<file path="config.mk">
export PLATFORM = sky130hd
export DESIGN_NAME = addressable_led_serial_encoder_flat
export DESIGN_NICKNAME = d
export VERILOG_FILES = /design/src/hdl/aled_pkg.sv /design/src/hdl/aled_if.sv /design/src/hdl/addressable_led_serial_encoder.sv /design/src/hdl/aled_front.sv /design/src/hdl/aled_fifo.sv /design/src/hdl/aled_back.sv /design/src/flat_wrapper.sv
export SDC_FILE = /design/constraint.sdc
export NUM_CORES = 2
export LEC_CHECK = 0
export ABC_AREA = 1
export BUFFER_PORTS_ARGS = -buffer_cell sky130_fd_sc_hd__buf_2
export CAP_MARGIN = 20
export CORE_ASPECT_RATIO = 0.8
export CORE_UTILIZATION = 50
export CTS_BUF_LIST = sky130_fd_sc_hd__clkbuf_4
export DETAILED_ROUTE_END_ITERATION = 6
export GPL_ROUTABILITY_DRIVEN = 0
export PLACE_DENSITY = 0.74
export SYNTH_ARGS = -nofsm -noshare
export SYNTH_HDL_FRONTEND = slang
export SYNTH_SLANG_ARGS = --single-unit
</file>
<file path="constraint.sdc">
create_clock -name clk_i -period 11.15 [get_ports clk_i]
set_clock_uncertainty 0.1 [all_clocks]
set_input_delay 2.23 -clock clk_i [delete_from_list [all_inputs] [get_ports clk_i]]
set_output_delay 2.23 -clock clk_i [all_outputs]
set_load 0.02 [all_outputs]
</file>
<file path="src/hdl/aled_pkg.sv">
package aled_pkg;

  localparam int unsigned NUM_PIXELS  = 64;
  localparam int unsigned PIX_AW      = $clog2(NUM_PIXELS);
  localparam int unsigned ACT_W       = 2;
  localparam int unsigned IDX_W       = 7;
  localparam int unsigned COLOR_W     = 24;
  localparam int unsigned CNT_W       = 12;
  localparam int unsigned LATCH_W     = 16;
  localparam int unsigned PIXCNT_W    = 7;
  localparam int unsigned BITPOS_W    = 5;
  localparam int unsigned CFG_IDX_W   = 3;
  localparam int unsigned CFG_DATA_W  = 16;
  localparam int unsigned QUEUE_DEPTH = 4;
  localparam int unsigned QUEUE_AW    = $clog2(QUEUE_DEPTH);

  localparam logic [BITPOS_W-1:0] FIRST_BIT = BITPOS_W'(COLOR_W - 1);

  typedef enum logic [ACT_W-1:0] {
    ACT_TICK    = 2'd0,
    ACT_WRITE   = 2'd1,
    ACT_REFRESH = 2'd2,
    ACT_NONE    = 2'd3
  } action_e;

  typedef enum logic [1:0] {
    OP_TICK,
    OP_WRITE,
    OP_REFRESH,
    OP_SKIP
  } op_e;

  typedef enum logic [CFG_IDX_W-1:0] {
    REG_RISE      = 3'd0,
    REG_ZERO_FALL = 3'd1,
    REG_ONE_FALL  = 3'd2,
    REG_PERIOD    = 3'd3,
    REG_LATCH_END = 3'd4,
    REG_PIXELS    = 3'd5
  } reg_e;

  typedef struct packed {
    op_e                op;
    logic [PIX_AW-1:0]  idx;
    logic [COLOR_W-1:0] color;
  } cmd_t;

  typedef struct packed {
    logic [CNT_W-1:0]    rise;
    logic [CNT_W-1:0]    zero_fall;
    logic [CNT_W-1:0]    one_fall;
    logic [CNT_W-1:0]    period;
    logic [LATCH_W-1:0]  latch_end;
    logic [PIXCNT_W-1:0] pixels;
  } cfg_t;

  localparam cfg_t CFG_RESET = '{
    rise:      12'd1,
    zero_fall: 12'd31,
    one_fall:  12'd61,
    period:    12'd120,
    latch_end: 16'd8120,
    pixels:    7'd2
  };

endpackage

</file>
<file path="src/hdl/aled_if.sv">
interface aled_item_if;
  import aled_pkg::*;
  logic               valid;
  logic               ready;
  logic [ACT_W-1:0]   action;
  logic [IDX_W-1:0]   pixel_index;
  logic [COLOR_W-1:0] color;
  modport source (output valid, action, pixel_index, color, input ready);
  modport sink   (input valid, action, pixel_index, color, output ready);
endinterface

interface aled_res_if;
  logic valid;
  logic ready;
  logic line_level;
  logic busy_res;
  modport source (output valid, line_level, busy_res, input ready);
  modport sink   (input valid, line_level, busy_res, output ready);
endinterface

interface aled_cfg_if;
  import aled_pkg::*;
  logic                  valid;
  logic                  ready;
  logic [CFG_IDX_W-1:0]  index;
  logic [CFG_DATA_W-1:0] data;
  modport source (output valid, index, data, input ready);
  modport sink   (input valid, index, data, output ready);
endinterface

</file>
<file path="src/hdl/addressable_led_serial_encoder.sv">
// path: an accepted word goes into the command queue, then into the back-end state registers, which drive the result
// throughput: one word per cycle while the result is taken; the back end holds off while a shown result stalls
// a 4-entry command queue lets the input side run on while results stall
// reset: asynchronous, active low; clears control state, the pixel valid
// bits (store reads as zero until written) and loads the default timing
module addressable_led_serial_encoder (
  input  logic       clk_i,
  input  logic       rst_ni,
  aled_item_if.sink  item_i,
  aled_cfg_if.sink   cfg_i,
  aled_res_if.source result_o
);
  import aled_pkg::*;

  cmd_t push_data;
  cmd_t pop_data;
  cfg_t cfg;
  logic push;
  logic pop;
  logic full;
  logic empty;

  aled_front u_front (
    .clk_i    (clk_i),
    .rst_ni   (rst_ni),
    .item_i   (item_i),
    .cfg_i    (cfg_i),
    .q_full_i (full),
    .q_push_o (push),
    .q_data_o (push_data),
    .cfg_o    (cfg)
  );

  aled_fifo u_fifo (
    .clk_i   (clk_i),
    .rst_ni  (rst_ni),
    .push_i  (push),
    .data_i  (push_data),
    .full_o  (full),
    .pop_i   (pop),
    .data_o  (pop_data),
    .empty_o (empty)
  );

  aled_back u_back (
    .clk_i     (clk_i),
    .rst_ni    (rst_ni),
    .cfg_i     (cfg),
    .q_empty_i (empty),
    .q_data_i  (pop_data),
    .q_pop_o   (pop),
    .result_o  (result_o)
  );

endmodule

</file>
<file path="src/hdl/aled_front.sv">
module aled_front (
  input  logic           clk_i,
  input  logic           rst_ni,
  aled_item_if.sink      item_i,
  aled_cfg_if.sink       cfg_i,
  input  logic           q_full_i,
  output logic           q_push_o,
  output aled_pkg::cmd_t q_data_o,
  output aled_pkg::cfg_t cfg_o
);
  import aled_pkg::*;

  cfg_t cfg_d, cfg_q;
  logic idx_ok;

  assign item_i.ready = !q_full_i;
  assign q_push_o     = item_i.valid && !q_full_i;
  assign idx_ok       = 32'(item_i.pixel_index) < NUM_PIXELS;

  // writes past the store turn into no-ops here
  always_comb begin
    q_data_o.idx   = PIX_AW'(item_i.pixel_index);
    q_data_o.color = item_i.color;
    unique case (action_e'(item_i.action))
      ACT_TICK:    q_data_o.op = OP_TICK;
      ACT_WRITE:   q_data_o.op = idx_ok ? OP_WRITE : OP_SKIP;
      ACT_REFRESH: q_data_o.op = OP_REFRESH;
      ACT_NONE:    q_data_o.op = OP_SKIP;
      default:     q_data_o.op = OP_SKIP;
    endcase
  end

  assign cfg_i.ready = 1'b1;

  always_comb begin
    cfg_d = cfg_q;
    if (cfg_i.valid) begin
      case (cfg_i.index)
        REG_RISE:      cfg_d.rise      = cfg_i.data[CNT_W-1:0];
        REG_ZERO_FALL: cfg_d.zero_fall = cfg_i.data[CNT_W-1:0];
        REG_ONE_FALL:  cfg_d.one_fall  = cfg_i.data[CNT_W-1:0];
        REG_PERIOD:    cfg_d.period    = cfg_i.data[CNT_W-1:0];
        REG_LATCH_END: cfg_d.latch_end = cfg_i.data[LATCH_W-1:0];
        REG_PIXELS:    cfg_d.pixels    = cfg_i.data[PIXCNT_W-1:0];
        default:       cfg_d = cfg_q;
      endcase
    end
  end

  always_ff @(posedge clk_i or negedge rst_ni) begin
    if (!rst_ni) begin
      cfg_q <= CFG_RESET;
    end else begin
      cfg_q <= cfg_d;
    end
  end

  assign cfg_o = cfg_q;

endmodule

</file>
<file path="src/hdl/aled_fifo.sv">
module aled_fifo (
  input  logic           clk_i,
  input  logic           rst_ni,
  input  logic           push_i,
  input  aled_pkg::cmd_t data_i,
  output logic           full_o,
  input  logic           pop_i,
  output aled_pkg::cmd_t data_o,
  output logic           empty_o
);
  import aled_pkg::*;

  cmd_t                store_q [QUEUE_DEPTH];
  logic [QUEUE_AW:0]   wptr_d, wptr_q;
  logic [QUEUE_AW:0]   rptr_d, rptr_q;

  assign empty_o = wptr_q == rptr_q;
  assign full_o  = (wptr_q[QUEUE_AW] != rptr_q[QUEUE_AW]) &&
                   (wptr_q[QUEUE_AW-1:0] == rptr_q[QUEUE_AW-1:0]);
  assign data_o  = store_q[rptr_q[QUEUE_AW-1:0]];

  assign wptr_d = push_i ? wptr_q + 1'b1 : wptr_q;
  assign rptr_d = pop_i  ? rptr_q + 1'b1 : rptr_q;

  always_ff @(posedge clk_i or negedge rst_ni) begin
    if (!rst_ni) begin
      wptr_q <= '0;
      rptr_q <= '0;
    end else begin
      wptr_q <= wptr_d;
      rptr_q <= rptr_d;
    end
  end

  always_ff @(posedge clk_i) begin
    if (push_i) begin
      store_q[wptr_q[QUEUE_AW-1:0]] <= data_i;
    end
  end

endmodule

</file>
<file path="src/hdl/aled_back.sv">
module aled_back (
  input  logic           clk_i,
  input  logic           rst_ni,
  input  aled_pkg::cfg_t cfg_i,
  input  logic           q_empty_i,
  input  aled_pkg::cmd_t q_data_i,
  output logic           q_pop_o,
  aled_res_if.source     result_o
);
  import aled_pkg::*;

  logic [COLOR_W-1:0]  mem [NUM_PIXELS];
  logic [NUM_PIXELS-1:0] vld_q;
  logic [COLOR_W-1:0]  rdata_q;
  logic                rvld_q;
  logic                fwd_hit_q;
  logic [COLOR_W-1:0]  fwd_data_q;

  logic [PIXCNT_W-1:0] pc_d, pc_q;
  logic [BITPOS_W-1:0] bitpos_d, bitpos_q;
  logic [LATCH_W-1:0]  tick_d, tick_q;
  logic                gap_d, gap_q;
  logic                busy_d, busy_q;
  logic                line_d, line_q;
  logic [COLOR_W-1:0]  word_d, word_q;
  logic [COLOR_W-1:0]  word0_d, word0_q;
  logic                out_valid_d, out_valid_q;

  logic                pop;
  logic                wr_en;
  logic [PIXCNT_W-1:0] nidx;
  logic                nidx_ok;
  logic [PIX_AW-1:0]   raddr;
  logic [COLOR_W-1:0]  next_word;
  logic [LATCH_W-1:0]  t;
  logic                ev_en;
  logic [LATCH_W-1:0]  ev_tick;
  logic [COLOR_W-1:0]  ev_word;
  logic [BITPOS_W-1:0] ev_pos;
  logic [31:0]         ev_ext;
  logic                ev_bit;

  assign pop     = !q_empty_i && (!out_valid_q || result_o.ready);
  assign q_pop_o = pop;
  assign wr_en   = pop && (q_data_i.op == OP_WRITE);

  // next pixel is prefetched; a pixel lasts at least 24 ticks so the read
  // address has settled long before the data is needed
  assign nidx    = pc_q + 1'b1;
  assign nidx_ok = 32'(nidx) < NUM_PIXELS;
  assign raddr   = nidx[PIX_AW-1:0];

  always_comb begin
    if (!nidx_ok) begin
      next_word = '0;
    end else if (fwd_hit_q) begin
      next_word = fwd_data_q;
    end else if (rvld_q) begin
      next_word = rdata_q;
    end else begin
      next_word = '0;
    end
  end

  always_ff @(posedge clk_i) begin
    rdata_q <= mem[raddr];
    if (wr_en) begin
      mem[q_data_i.idx] <= q_data_i.color;
    end
    fwd_data_q <= q_data_i.color;
  end

  assign t = tick_q + 1'b1;

  always_comb begin
    pc_d     = pc_q;
    bitpos_d = bitpos_q;
    tick_d   = tick_q;
    gap_d    = gap_q;
    busy_d   = busy_q;
    line_d   = line_q;
    word_d   = word_q;
    word0_d  = word0_q;
    ev_en    = 1'b0;
    ev_tick  = '0;
    ev_word  = word_q;
    ev_pos   = bitpos_q;
    if (pop) begin
      unique case (q_data_i.op)
        OP_TICK: begin
          if (busy_q) begin
            if (gap_q) begin
              line_d = 1'b0;
              if (t == cfg_i.latch_end) begin
                busy_d = 1'b0;
                gap_d  = 1'b0;
                tick_d = '0;
              end else begin
                tick_d = t;
              end
            end else if (t >= LATCH_W'(cfg_i.period)) begin
              if (bitpos_q != '0) begin
                bitpos_d = bitpos_q - 1'b1;
                tick_d   = '0;
                ev_en    = 1'b1;
                ev_pos   = bitpos_q - 1'b1;
              end else begin
                // end of pixel: line drops, then next pixel or latch gap
                line_d = 1'b0;
                pc_d   = nidx;
                if (nidx < cfg_i.pixels) begin
                  bitpos_d = FIRST_BIT;
                  word_d   = next_word;
                  tick_d   = '0;
                  ev_en    = 1'b1;
                  ev_word  = next_word;
                  ev_pos   = FIRST_BIT;
                end else begin
                  gap_d = 1'b1;
                  if (t == cfg_i.latch_end) begin
                    busy_d = 1'b0;
                    gap_d  = 1'b0;
                    tick_d = '0;
                  end else begin
                    tick_d = t;
                  end
                end
              end
            end else begin
              tick_d  = t;
              ev_en   = 1'b1;
              ev_tick = t;
            end
          end
        end
        OP_WRITE: begin
          if (q_data_i.idx == '0) begin
            word0_d = q_data_i.color;
          end
        end
        OP_REFRESH: begin
          busy_d   = 1'b1;
          gap_d    = 1'b0;
          pc_d     = '0;
          bitpos_d = FIRST_BIT;
          tick_d   = '0;
          word_d   = word0_q;
          ev_en    = 1'b1;
          ev_word  = word0_q;
          ev_pos   = FIRST_BIT;
        end
        OP_SKIP: begin
        end
        default: begin
        end
      endcase
    end
    // timing events at the new count, fall wins over rise
    ev_ext = {{(32 - COLOR_W){1'b0}}, ev_word};
    ev_bit = ev_ext[ev_pos];
    if (ev_en) begin
      if (ev_tick == LATCH_W'(cfg_i.rise)) begin
        line_d = 1'b1;
      end
      if ((ev_tick == LATCH_W'(cfg_i.one_fall)) ||
          (!ev_bit && (ev_tick == LATCH_W'(cfg_i.zero_fall)))) begin
        line_d = 1'b0;
      end
    end
  end

  always_comb begin
    out_valid_d = out_valid_q;
    if (pop) begin
      out_valid_d = 1'b1;
    end else if (result_o.ready) begin
      out_valid_d = 1'b0;
    end
  end

  always_ff @(posedge clk_i or negedge rst_ni) begin
    if (!rst_ni) begin
      vld_q       <= '0;
      rvld_q      <= 1'b0;
      fwd_hit_q   <= 1'b0;
      pc_q        <= '0;
      bitpos_q    <= FIRST_BIT;
      tick_q      <= '0;
      gap_q       <= 1'b0;
      busy_q      <= 1'b0;
      line_q      <= 1'b0;
      word_q      <= '0;
      word0_q     <= '0;
      out_valid_q <= 1'b0;
    end else begin
      if (wr_en) begin
        vld_q[q_data_i.idx] <= 1'b1;
      end
      rvld_q      <= vld_q[raddr];
      fwd_hit_q   <= wr_en && (q_data_i.idx == raddr);
      pc_q        <= pc_d;
      bitpos_q    <= bitpos_d;
      tick_q      <= tick_d;
      gap_q       <= gap_d;
      busy_q      <= busy_d;
      line_q      <= line_d;
      word_q      <= word_d;
      word0_q     <= word0_d;
      out_valid_q <= out_valid_d;
    end
  end

  // state only moves on a pop, so it doubles as the output register
  assign result_o.valid      = out_valid_q;
  assign result_o.line_level = line_q;
  assign result_o.busy_res   = busy_q;

endmodule

</file>
<file path="src/flat_wrapper.sv">
// flat-port wrapper written by rule: the top's interface ports become plain ports
module addressable_led_serial_encoder_flat import aled_pkg::*;
  (clk_i, rst_ni, item_i_valid, item_i_action, item_i_pixel_index, item_i_color, item_i_ready, cfg_i_valid, cfg_i_index, cfg_i_data, cfg_i_ready, result_o_valid, result_o_line_level, result_o_busy_res, result_o_ready);
  aled_item_if item_i_i ();
  aled_cfg_if cfg_i_i ();
  aled_res_if result_o_i ();
  input  logic clk_i;
  input  logic rst_ni;
  input wire logic [$bits(item_i_i.valid)-1:0] item_i_valid;
  input wire logic [$bits(item_i_i.action)-1:0] item_i_action;
  input wire logic [$bits(item_i_i.pixel_index)-1:0] item_i_pixel_index;
  input wire logic [$bits(item_i_i.color)-1:0] item_i_color;
  output wire logic [$bits(item_i_i.ready)-1:0] item_i_ready;
  input wire logic [$bits(cfg_i_i.valid)-1:0] cfg_i_valid;
  input wire logic [$bits(cfg_i_i.index)-1:0] cfg_i_index;
  input wire logic [$bits(cfg_i_i.data)-1:0] cfg_i_data;
  output wire logic [$bits(cfg_i_i.ready)-1:0] cfg_i_ready;
  output wire logic [$bits(result_o_i.valid)-1:0] result_o_valid;
  output wire logic [$bits(result_o_i.line_level)-1:0] result_o_line_level;
  output wire logic [$bits(result_o_i.busy_res)-1:0] result_o_busy_res;
  input wire logic [$bits(result_o_i.ready)-1:0] result_o_ready;
  assign item_i_i.valid = item_i_valid;
  assign item_i_i.action = item_i_action;
  assign item_i_i.pixel_index = item_i_pixel_index;
  assign item_i_i.color = item_i_color;
  assign item_i_ready = item_i_i.ready;
  assign cfg_i_i.valid = cfg_i_valid;
  assign cfg_i_i.index = cfg_i_index;
  assign cfg_i_i.data = cfg_i_data;
  assign cfg_i_ready = cfg_i_i.ready;
  assign result_o_valid = result_o_i.valid;
  assign result_o_line_level = result_o_i.line_level;
  assign result_o_busy_res = result_o_i.busy_res;
  assign result_o_i.ready = result_o_ready;
  addressable_led_serial_encoder u_core (.clk_i(clk_i), .rst_ni(rst_ni), .item_i(item_i_i), .cfg_i(cfg_i_i), .result_o(result_o_i));
endmodule
</file>
======== After elaboration in Yosys (flattened, before gate mapping) ========
Memory sizes are Yosys's and may differ from the RTL's. A register that Yosys moved wholly into a read port is not among the register bits.
Index checks and enable logic that the tools add are counted.
cells by class
  reductions and logical operators ........ 30
  multiply operators ...................... 0
  shift operators ......................... 0
  magnitude comparators ................... 8
  add/subtract/negate cells ............... 5
  bitwise gates (word level) .............. 1
  mux-type cells .......................... 77
  div/mod/pow operators ................... 0
  eq/ne operators ......................... 22
operators by type and width
  kind                                                         count
  two-way mux 24 bit                                           9
  two-way mux 16 bit                                           11
  OR 64 bit                                                    1
  == test 16 x 12 -> 1 bit                                     3
  one-hot mux 24 bit (2 select lines)                          1
  two-way mux 1 bit                                            35
  one-hot mux 16 bit (2 select lines)                          1
  two-way mux 5 bit                                            6
  two-way mux 7 bit                                            4
  adder 16 x 1 -> 16 bit (second input constant)               1
  == test 16 bit                                               1
  greater-or-equal comparator 16 x 12 -> 1 bit                 1
  less-than comparator 6 x 7 -> 1 bit (second input constant)  2
  less-than comparator 7 bit (second input constant)           2
  one-hot mux 7 bit (2 select lines)                           1
  AND reduction 2 bit                                          7
  one-hot mux 5 bit (2 select lines)                           1
  != test 2 bit (second input constant)                        4
  one-hot mux 2 bit (4 select lines)                           1
  adder 7 x 1 -> 7 bit (second input constant)                 1
  logical AND 1 bit                                            7
  less-than comparator 7 bit                                   1
  adder 3 x 1 -> 3 bit (second input constant)                 2
  binary-select mux 1 bit (select 6 bit)                       1
  25 further kinds                                             39
storage, ports and cells
  ROM bits ................................ 0
  memories ................................ 2
  flip-flop bits (word level) ............. 247
  input bits .............................. 57
  RAM bits ................................ 1664
  output and inout bits ................... 5
  logic and storage cells ................. 166
  bits in latches ......................... 0
memories
  name                   depth  width  read ports  clocked after memory_dff  write ports  RTL line         source
  u_core.u_back.mem      64     24     1           1                         1            aled_back.sv:12  logic [COLOR_W-1:0] mem [NUM_PIXELS];
  u_core.u_fifo.store_q  4      32     1           0                         1            aled_fifo.sv:13  cmd_t store_q [QUEUE_DEPTH];

======== Depth between registers and ports, before layout ========
  depth in word-level cells ............... 17
  mapped depth ............................ 30

======== Cells and area by module ========
From an unflattened synthesis, not the netlist that was laid out.
unflattened totals
  cells, all modules ...................... 6494
  area, all modules ....................... 78434.0 sq um
by module, submodules not included
  module      seq. area each (sq um)  times used  area each (sq um)  cells each
  aled_back   50743.7                 1           69924.6            5720
  aled_fifo   3993.8                  1           5387.7             415
  aled_front  1808.0                  1           3121.7             359

======== Worst setup path after synthesis ========
OpenSTA, ideal clock, no wires.
  path kind ............................... input -> register
  start ................................... in result_o_ready
  end ..................................... mem u_core.u_back.mem[16][0], enable pin
  cell stages on the path ................. 9
  arrival time ............................ 4.442 ns
  buffers on the path ..................... 1
  setup slack ............................. 6.203 ns
  setup time .............................. 0.405 ns
  required time ........................... 10.645 ns
  path through ............................ inv_1 nand2_1 nand2_1 nor3_1 inv_1 a21oi_1 nand2_1 clkbuf_1 nor2_1
on the way
  cells in the longest elaborated chain, start to end .. 5
RTL lines
  what                                     RTL line            source
  start: declaration                       flat_wrapper.sv:21  input wire logic [$bits(result_o_i.ready)-1:0] result_o_ready;
  logical OR 1 bit                         aled_back.sv:43     assign pop = !q_empty_i && (!out_valid_q || result_o.ready);
  logical AND 1 bit                        aled_back.sv:43
  logical AND 1 bit                        aled_back.sv:45     assign wr_en = pop && (q_data_i.op == OP_WRITE);
  two-way mux 1 bit                        aled_back.sv:67     if (wr_en) begin
  two-way mux 1 bit (not written as such)  aled_back.sv:68     mem[q_data_i.idx] <= q_data_i.color;
  end: declaration                         aled_back.sv:12
Every way passes these cells.

======== Final worst setup path ========
  start ................................... reg u_core.u_back.pc_q[0]
  end ..................................... reg u_core.u_back.line_q, in the netlist u_core.u_back.result_o.line_level
on the way
  cells in the longest elaborated chain, start to end .. 17
RTL lines
  what                                     RTL line          source
  start: declaration                       aled_back.sv:19   logic [PIXCNT_W-1:0] pc_d, pc_q;
  start signal: assignment                 aled_back.sv:201  pc_q <= pc_d;
  adder 7 x 1 -> 7 bit (*)                 aled_back.sv:49   assign nidx = pc_q + 1'b1;
  less-than comparator 7 bit               aled_back.sv:50   assign nidx_ok = 32'(nidx) < NUM_PIXELS;
  two-way mux 24 bit                       aled_back.sv:54   if (!nidx_ok) begin
  two-way mux 24 bit (5 in series)         n/a
  one-hot mux 24 bit (2 select lines)      aled_back.sv:89   unique case (q_data_i.op)
  two-way mux 24 bit                       n/a
  binary-select mux 1 bit (select 5 bit)   aled_back.sv:160  ev_bit = ev_ext[ev_pos];
  two-way mux 1 bit (not written as such)  aled_back.sv:160
  zero test 1 bit                          aled_back.sv:166  (!ev_bit && (ev_tick == LATCH_W'(cfg_i.zero_fall)))) begin
  logical AND 1 bit                        aled_back.sv:166
  logical OR 1 bit                         aled_back.sv:165  if ((ev_tick == LATCH_W'(cfg_i.one_fall)) ||
  two-way mux 1 bit                        aled_back.sv:165
  two-way mux 1 bit (*)                    aled_back.sv:161  if (ev_en) begin
  via u_core.u_back.line_d                 aled_back.sv:24   logic line_d, line_q;
  end signal: assignment                   aled_back.sv:206  line_q <= line_d;
  end: declaration                         aled_back.sv:24
Mark *: on every way through the listed nets, which the timed path passes. The rest lies on a longest branch. The select of a mux whose other input is x is not followed.
A chain may end at the register's enable or synchronous reset.

==> flow_metrics.py <==
metrics = {
    "clock_network": {
        "cts_made_buffers": 455,
        "root_buffer": "clkbuf_4",
        "tritoncts": "done",
        "ctsResizeCount": 0,
        "htree_levels": 5,
        "cts.path.max_buffers": 4,
        "clk_pin_slew_ns": 0.06,
        "clock_sinks": 1935,
        "cts_setup_buffers": 0,
        "cts_hold_buffers": 0,
        "clkLatencyLatePin_ns": 1.38,
    },
    "detailed_routing": {
        "vias": 53000,
        "drt-initial-drc-count": 7805,
        "dr.pass1.iters": 7,
        "ant_nets": 0,
        "wirelength_um": 210000,
        "wl_per_cell_um": 24.4,
        "via_per_inst": 6.16,
        "drcViolationCount": 0,
    },
    "critical_path": {
        "endpoint_kind": "register",
        "arrival_ns": 7.88,
        "worst_setup_path_start_kind": "register",
        "worstPathRequired_ns": 12.31,
        "path_max_fanout": 28,
        "crit_type": "reg2reg",
    },
    "timing": {
        "final.setup.tns_ns": 0,
        "setup_viol": 0,
        "final_hold_viol_count": 0,
        "finalCriticalPeriod_ns": 6.72,
        "whs_ns": 0.361,
        "max_slew_margin": 0.264,
        "rsz0062_at_grt": "false",
        "max_freq_mhz": 149,
        "setup_slack_ns": 4.43,
        "tightest_slew_ns": 1.10,
        "post-route-period-util": 0.603,
        "slew_violations": 0,
    },
    "synth": {
        "synth_most_common_cell": "edfxtp_1",
        "ys_warn_count": 0,
        "synth_cells": 6038,
        "synth_nets": 6121,
        "synthFlopType": "edfxtp_1",
        "ys_top_cells_by_area": "edfxtp_1 (64%), o21ai_0 (7.7%), dfrtp_1 (6.3%)",
        "synth_common_cells": "edfxtp_1 (1664), o21ai_0 (1199), nor2_1 (971)",
        "synth-seq-cells": 1935,
        "ys_seq_area_frac": 0.729,
        "synth_cell_types": 56,
        "syn_avg_cell_area_um2": 12.8,
        "yosys.area.top_type": "edfxtp_1",
        "synth_edf_count": 1664,
        "synth.top_cell.area_share": 0.644,
        "async_flop_share": 0.115,
        "netlist_area_um2": 77500,
    },
    "placement": {
        "dp.final_hpwl_um": 111000,
        "port_buffers": 60,
        "preCtsSetupSlack_ns": 4.67,
    },
    "job": {
        "cap_violations": 0,
    },
    "power": {
        "power_density_nw_per_um2": 297,
        "vdd_drop_max_mv": 0.302,
        "leakagePower_nw": 29.9,
    },
    "grt": {
        "grt_pass1_vias": 50500,
        "grt_pass1_wl_um": 314000,
        "grt-ovfl-total": 0,
        "antenna_found_initial": 10,
        "grt_max_degree": 195,
        "grt_usage": 0.264,
    },
    "floorplanning": {
        "dieArea_um2": 157000,
        "core_um2": 153000,
        "rows": 128,
        "die_h_um": 354,
        "fp.dieW_um": 442,
        "start_util": 0.506,
        "num_io_pins": 62,
    },
    "final_layout": {
        "synthToLayoutAreaGrowth_pct": 11.0,
        "n_fill_cell": 12100,
        "nets": 6347,
        "layout-drive-gt1-share": 0.197,
    },
    "hold_path": {
        "min_path_type": "reg2reg",
    },
    "run_status": {
        "status": "complete, no violations",
    },
}
[report_power, final]
group	switching (mW)	total (mW)	internal, mW
logic	7.49	9.89	2.40
registers	0.250	10.1	9.85
clock network	2.73	5.57	2.85
total	10.5	25.6	15.1
[layer usage]
metal,share of wire,up-vias,track usage
met5,0.00010,-,0
met4,0.033,4,0.101
met3,0.13,466,0.0715
met2,0.44,3523,0.386
met1,0.40,25800,0.379
li1,-,23200,-
[kinds of logic (layout without fill, tap and decap cells)]
logic type | Yosys count | count (layout) | synth area share
compound gates | 1867 | 1867 | 0.147
xor+xnor | 42 | 42 | 0.00474
fa+ha+maj | 26 | 26 | 0.00420
buf+inv | 588 | 1134 | 0.0293
flops | 1935 | 1935 | 0.729
mux | 27 | 27 | 0.00392
simple gates | 1552 | 1552 | 0.0818
other cells | 1 | 10 | 0.0000484
[layout by cell type, fill, tap and decap left out, types with 9 or more instances in the layout]
cell / count
diode_2: 9
a21oi_1: 68
nand4_1: 18
nand3_1: 123
clkinv_1: 83
o22ai_4: 24
or2_2: 53
buf_4: 108
a22o_1: 9
nor2_4: 27
o221ai_1: 86
inv_1: 170
o221a_2: 192
o21ai_0: 1199
nor2_1: 904
xor2_1: 24
xnor2_1: 15
dfrtp_1: 192
edfxtp_1: 1664
buf_2: 59
a22oi_1: 15
nand2_1: 341
ha_1: 25
dfstp_2: 29
o22ai_1: 238
buf_12: 9
nor2_2: 47
clkbuf_4: 686
nand2_2: 10
dfxtp_1: 48
mux2_2: 19
[critical path, cell delays in order, from the launching register on]
cell	delay [ns]
dfrtp_4	0.77
nand3_1	0.32
nor2_1	0.18
nand2_1	0.14
xor2_4	0.82
clkinv_1	0.16
buf_4	0.31
ha_1	0.33
nand2_1	0.07
o21ai_0	0.08
a21oi_1	0.21
inv_1	0.06
nor2_1	0.68
nand3_2	0.59
nor2_1	0.74
nand2_1	0.18
nand2_1	0.12
nand3_1	0.08
nand3_1	0.13
nand2_1	0.07
a21oi_1	0.14
a21oi_1	0.08
nand2_1	0.10
nand2_1	0.07
a21oi_2	0.11
[final cells by class]
| cell class | count | area (um2) | area share |
|---|---|---|---|
| Clock inverter | 91 | 433 | 0.00503 |
| Inverter | 180 | 693 | 0.00805 |
| Multi-Input combinational cell | 3515 | 19400 | 0.225 |
| Antenna cell | 9 | 22.5 | 0.000262 |
| Sequential cell | 1935 | 56600 | 0.657 |
| Clock buffer | 686 | 5150 | 0.0598 |
| Tap cell | 2015 | 2520 | 0.0293 |
| Timing Repair Buffer | 177 | 1300 | 0.0151 |
[registers in the layout, indices dropped and copies added (netlist names), 5 cells and up]
| name | count |
|---|---|
| u_core.u_back.mem | 1536 |
| u_core.u_fifo.store_q | 128 |
| u_core.u_front.cfg_o | 71 |
| u_core.u_back.vld_q | 64 |
| u_core.u_back.fwd_data_q | 24 |
| u_core.u_back.rdata_q | 24 |
| u_core.u_back.word0_q | 24 |
| u_core.u_back.word_q | 24 |
| u_core.u_back.tick_q | 16 |
| u_core.u_back.pc_q | 7 |
| u_core.u_back.bitpos_q | 5 |
[worst paths after layout]
check / startpoint / end / slack [ns] / cells after the start
setup / recovery: u_core.u_back.pc_q[0] / u_core.u_back.result_o.line_level / 4.43 / 24
hold / removal: u_core.u_back.vld_q[60] / u_core.u_back.vld_q[60] / 0.36 / 2
setup reg to reg: u_core.u_back.pc_q[0] / u_core.u_back.result_o.line_level / 4.43 / 24
hold reg to reg: u_core.u_back.vld_q[60] / u_core.u_back.vld_q[60] / 0.36 / 2
max in group asynchronous: rst_ni / u_core.u_back.word0_q[17] / 8.58 / 2
min in group asynchronous: rst_ni / u_core.u_front.cfg_o[66] / 0.78 / 1
[per-stage QoR]
step | instances | utilization | power, mW | instance area (um2)
after floorplan | 6038 | - | 16.1 | 77500
after global placement | 7819 | 0.525 | 19.5 | 80400
after detailed placement | 7819 | 0.525 | 19.8 | 80400
after CTS | 8596 | 0.562 | 25.3 | 86000
after global routing | 8605 | 0.562 | 26.7 | 86100
final | 8608 | 0.562 | 25.6 | 86100
Note: power is estimated with default switching activity, not from simulation.
